**src/hw/rtl/fbc_pkg.sv**
```systemverilog
// ----------------------------------------------------------------------------
// fbc_pkg: shared types and constants for the frustum box classifier
// Plane register layout, register indexes, result codes and arithmetic widths.
// ----------------------------------------------------------------------------
package fbc_pkg;

   // Corner coordinate width, signed, 8 fraction bits
   localparam int COORD_BITS = 20;

   localparam int PLANE_COUNT  = 6;
   localparam int CSR_BITS     = 64;
   localparam int CSR_IDX_BITS = 3;
   localparam int MARGIN_BITS  = 8;
   localparam int NORM_BITS    = 12;   // Q1.10
   localparam int NORM_FRAC    = 10;
   localparam int OFFSET_BITS  = 28;   // Q.8

   // Product of normal and coordinate, then sum of three
   localparam int PROD_BITS = NORM_BITS + COORD_BITS;
   localparam int DOT_BITS  = PROD_BITS + 2;
   // (offset + margin) scaled to Q.18
   localparam int THR_BITS  = OFFSET_BITS + 1 + NORM_FRAC;
   localparam int CMP_BITS  = (DOT_BITS > THR_BITS) ? DOT_BITS : THR_BITS;

   localparam logic [MARGIN_BITS-1:0] MARGIN_RESET = MARGIN_BITS'(3);

   typedef enum logic [CSR_IDX_BITS-1:0] {
      CSR_PLANE_TOP,
      CSR_PLANE_BOTTOM,
      CSR_PLANE_RIGHT,
      CSR_PLANE_LEFT,
      CSR_PLANE_FAR,
      CSR_PLANE_NEAR,
      CSR_INSIDE_MARGIN
   } csr_index_type;

   typedef enum logic [1:0] {
      CLASS_OUTSIDE    = 2'd0,
      CLASS_INTERSECTS = 2'd1,
      CLASS_INSIDE     = 2'd2
   } box_class_type;

   // Packed so that it overlays the 64-bit register directly
   typedef struct packed {
      logic signed [OFFSET_BITS-1:0] offset;
      logic signed [NORM_BITS-1:0]   nz;
      logic signed [NORM_BITS-1:0]   ny;
      logic signed [NORM_BITS-1:0]   nx;
   } plane_type;

   typedef struct packed {
      plane_type [PLANE_COUNT-1:0] plane;
      logic [MARGIN_BITS-1:0]      margin;
   } cfg_type;

endpackage

```
**src/hw/rtl/fbc_csr.sv**
```systemverilog
// ----------------------------------------------------------------------------
// fbc_csr: configuration registers
// Six plane registers and the inside margin, write-only.
// ----------------------------------------------------------------------------
module fbc_csr (
   input  logic                                clock,
   input  logic                                reset,
   input  logic                                csr_wr_en,
   input  logic [fbc_pkg::CSR_IDX_BITS-1:0]    csr_index,
   input  logic [fbc_pkg::CSR_BITS-1:0]        csr_wdata,
   output fbc_pkg::cfg_type                    cfg
);

   fbc_pkg::plane_type [fbc_pkg::PLANE_COUNT-1:0] plane_ff, plane_in;
   logic [fbc_pkg::MARGIN_BITS-1:0]               margin_ff, margin_in;

   always_comb begin
      plane_in  = plane_ff;
      margin_in = margin_ff;
      if (csr_wr_en) begin
         case (fbc_pkg::csr_index_type'(csr_index))
            fbc_pkg::CSR_PLANE_TOP:
               plane_in[fbc_pkg::CSR_PLANE_TOP] = fbc_pkg::plane_type'(csr_wdata);
            fbc_pkg::CSR_PLANE_BOTTOM:
               plane_in[fbc_pkg::CSR_PLANE_BOTTOM] = fbc_pkg::plane_type'(csr_wdata);
            fbc_pkg::CSR_PLANE_RIGHT:
               plane_in[fbc_pkg::CSR_PLANE_RIGHT] = fbc_pkg::plane_type'(csr_wdata);
            fbc_pkg::CSR_PLANE_LEFT:
               plane_in[fbc_pkg::CSR_PLANE_LEFT] = fbc_pkg::plane_type'(csr_wdata);
            fbc_pkg::CSR_PLANE_FAR:
               plane_in[fbc_pkg::CSR_PLANE_FAR] = fbc_pkg::plane_type'(csr_wdata);
            fbc_pkg::CSR_PLANE_NEAR:
               plane_in[fbc_pkg::CSR_PLANE_NEAR] = fbc_pkg::plane_type'(csr_wdata);
            fbc_pkg::CSR_INSIDE_MARGIN:
               margin_in = csr_wdata[fbc_pkg::MARGIN_BITS-1:0];
            default: begin
               // unmapped index: ignored
            end
         endcase
      end
   end

   always_ff @(posedge clock) begin
      if (reset) begin
         plane_ff  <= '0;
         margin_ff <= fbc_pkg::MARGIN_RESET;
      end else begin
         plane_ff  <= plane_in;
         margin_ff <= margin_in;
      end
   end

   assign cfg.plane  = plane_ff;
   assign cfg.margin = margin_ff;

endmodule

```
**config.mk**
```make
export PLATFORM = sky130hd
export DESIGN_NAME = fbc_csr
export DESIGN_NICKNAME = d
export VERILOG_FILES = /design/src/hw/rtl/fbc_pkg.sv /design/src/hw/rtl/fbc_csr.sv
export SDC_FILE = /design/constraint.sdc
export NUM_CORES = 1
export LEC_CHECK = 0
export BUFFER_PORTS_ARGS = -buffer_cell sky130_fd_sc_hd__clkbuf_2
export CAP_MARGIN = 10
export CORE_MARGIN = 1.5
export CORE_UTILIZATION = 46
export CTS_CLUSTER_SIZE = 28
export DETAILED_ROUTE_END_ITERATION = 7
export GPL_TIMING_DRIVEN = 0
export HOLD_SLACK_MARGIN = 0.03
export PLACE_DENSITY = 0.76
export SLEW_MARGIN = 15
export SYNTH_ARGS = -nofsm -noshare
export SYNTH_HDL_FRONTEND = slang
export SYNTH_SLANG_ARGS = --single-unit
```
**constraint.sdc**
```tcl
create_clock -name clock -period 1.2 [get_ports clock]
set_input_delay 0.24 -clock clock [delete_from_list [all_inputs] [get_ports clock]]
set_output_delay 0.24 -clock clock [all_outputs]
set_load 0.05 [all_outputs]
```
==> results.md <==
- H-tree depth: 2
- Most frequent cells after synthesis: nand2b_1 (454), dfxtp_1 (392), mux2i_1 (392)
- Critical setup path kind: reg2out
- Layout area overhead: 87.14%
- Tot GR Track Use: 37.11%
- # IOs: 462
- CP endpoint kind: output pin
- Syn Area/Cell: 11.25 um^2
- Largest net degree at the start of global routing: 14
- Final instance area: 28360 um^2
- # clock sinks: 392
- DP HPWL: 34.08 mm
- Post-route DRC: 0
- FP Rows: 66
- Worst r2r src: cfg[169]$_SDFFE_PP0P_
- CTS tree: built
- Syn Nets: 1417
- Slowest-stage cell, CP: dfxtp_2
- Yosys reg bits: 392
- CTS buffer count: 41
- Port-buffer cells: 460
- GR Overflow Total: 0
- Met1 Resource Use GR: 37.82%
- GRT Max-Usage Layer: met2
- Skew final: 0 ns
- Final setup margin: -0.1382 ns
- Worst-path cell chain: buf_8
- Die height: 184.5 um
- Tightest Pin Transition: 0.7473 ns
- Crit-path max cell delay: 0.40 ns
- Routed wire length per instance: 29.57 um
- Remaining antenna violation count after routing: 0
- Layout cells sized above 1: 58.18%
- Drt via density: 5.667
- Hold Path Depth: 3
- Syn Inst Count: 1347
- Worst EP required: 0.96 ns
- Final Util: 87.39%
- Yosys Warn Count: 0
- Root Driver: clkbuf_16
- R2r worst-path depth: 3
- Worst hold path endpoint: cfg[372]$_SDFFE_PP0P_
- Synth Cell Area: 15150 um^2
- R2r endpoint: cfg[169]$_SDFFE_PP0P_
- Hold path start: csr_wdata[44]
- Core ar.: 32450 um^2
- Final setup TNS: -33.95 ns
- Clk_lat worst skew: 0.53 ns
- Buf/Inv on CP: 1
- Top-area cell type share of the netlist area: 51.78%
- Total number of vias: 14490
- Arrival time worst endpoint: 1.10 ns
- Total Power: 30.87 mW
- Die Wd: 184.5 um
- Setup slack, reg-to-reg: 0.15 ns
- Min-delay worst type: in2reg
- Leak pwr: 13.56 nW
- RSZ-0062 raised after global routing: true
- Asr flop ratio synth: 0%
- Final Hold Viols: 0
- Primary FF master, synth: dfxtp_1
- Seq/Total Area, Yosys: 51.78%
- Failing checks: setup timing
- RD Place Congestion: 0.8541
- Clk pin slew, worst setup/hold paths: 0.07 ns
- Die area: 34040 um^2
- Final net count: 2159
- Max clock buf depth: 3
- Delay-heaviest family, CP: flip-flops
- Period utilization: 111.5%
- Setup-failing EPs final: 418
- Grt met2 use: 66.58%
- Clock period minus final worst setup slack: 1.338 ns
- Startpoint Class: flip-flop
- Area contributors post-synth: dfxtp_1 (52%), mux2i_1 (26%), nand2b_1 (19%)
- Biggest area consumer among synthesized cells: dfxtp_1
- Max Fanout on Critical Path: 2
- Starting Density: 46.70%
- First-pass GRT wire length: 94.07 mm
- Global routing usage on met3: 10.06%
- FMAX: 747.3 MHz
- Routed WL: 75.62 mm
- Pwr dens: 1088 nW/um^2
- Total iterations of the first detailed-routing run: 5
- Vias in the first global route: 14580
- Most common cell in the synthesized netlist: nand2b_1
- DR iter-0 viols: 919
- Max-slew violations: 0
- Max VDD drop: 1.169 mV
- Area after DPL: 18050 um^2
- Max_slew headroom: 50.18%
- Netlist cell types: 13
- Hold WS: 0.05881 ns
- Max Cap Violations: 0
- Initial antenna violation count: 2
- Number of synthesized flops with an enable pin: 0
- Status: finished, violations left
power breakdown:
part	internal [mW]	switching, mW	leakage [nW]
combinational	1.94	2.39	9.56
clock	7.26	5.66	0.626
sequential	13.3	0.327	3.37
final cells by class:
| cell class | instances | area [um^2] |
|---|---|---|
| repair buffers | 700 | 10640 |
| plain buffers | 95 | 520.5 |
| multi-input cells | 859 | 6943 |
| clock inverters | 8 | 95.09 |
| fillers | 1185 | 4094 |
| diodes | 1 | 2.502 |
| well taps | 442 | 553.0 |
| flip-flops and latches | 392 | 8418 |
| clock buffers | 60 | 1187 |
how the worst max path moves through the flow:
stage                          startpoint                     to  slack, ns  cells after the start
detailed placement           csr_index[1]   cfg[12]$_SDFFE_PP0P_      -0.78                      5
CTS                 cfg[269]$_SDFFE_PP0P_               cfg[269]      -0.12                      1
floorplan                    csr_index[1]   cfg[61]$_SDFFE_PP0P_      -0.07                      4
global route                        reset  cfg[226]$_SDFFE_PP0P_      -0.23                      5
finish              cfg[101]$_SDFFE_PP0P_               cfg[101]      -0.14                      1
global placement             csr_index[1]   cfg[12]$_SDFFE_PP0P_      -0.79                      5
state kept, by name (all words and copies together), names as in the netlist:
name,cells
cfg,384
margin_ff,8
per-layer routing:
| layer | vias to the layer above | wire length, um |
|---|---|---|
| met1 | 7135 | 25010 |
| met5 | - | 13 |
| met4 | 2 | 6946 |
| li1 | 5923 | - |
| met3 | 417 | 7029 |
| met2 | 1014 | 36620 |
stage by stage:
stage	instances	setup WS (ns)
2_1_floorplan	1347	-0.06547
3_3_place_gp	2249	-0.7878
3_5_place_dp	2249	-0.7800
4_1_cts	2411	-0.1200
5_1_grt	2557	-0.2270
6_report	2557	-0.1382
cell usage in the layout (no fill, tap or decap):
master / instances
buf_12: 1
nand2b_4: 4
dlygate4sd3_1: 4
dfxtp_4: 32
nor4b_2: 1
clkbuf_2: 85
mux2i_1: 392
clkbuf_4: 17
nand2b_2: 11
clkinvlp_4: 2
buf_2: 23
buf_8: 132
nor2_1: 4
dfxtp_2: 360
nand4bb_1: 2
clkbuf_16: 301
clkinv_2: 4
buf_6: 2
buf_4: 241
clkbuf_8: 9
and4bb_2: 1
clkbuf_1: 40
diode_2: 1
nand2b_1: 439
or4b_4: 1
bufinv_16: 2
nand4bb_2: 1
nand4b_1: 3
logic make-up (layout without fill, tap and decap cells):
group | after synthesis | count (layout) | share of synthesized area (%)
simple gates | 467 | 467 | 19.44
mux | 392 | 392 | 25.89
flops | 392 | 392 | 51.78
buf+inv | 96 | 863 | 2.881
other cells | 0 | 1 | 0
timing repair:
item | 4_1_cts | 5_1_grt
resized for setup | 1450 | 214
buffers inserted | 91 | 145
hold buffers | 4 | 0
pin swaps | 0 | 0
endpoints found under the hold margin | 11 | 0
setup endpoints to repair | 592 | 741
Note: power is estimated with default switching activity, not from simulation.
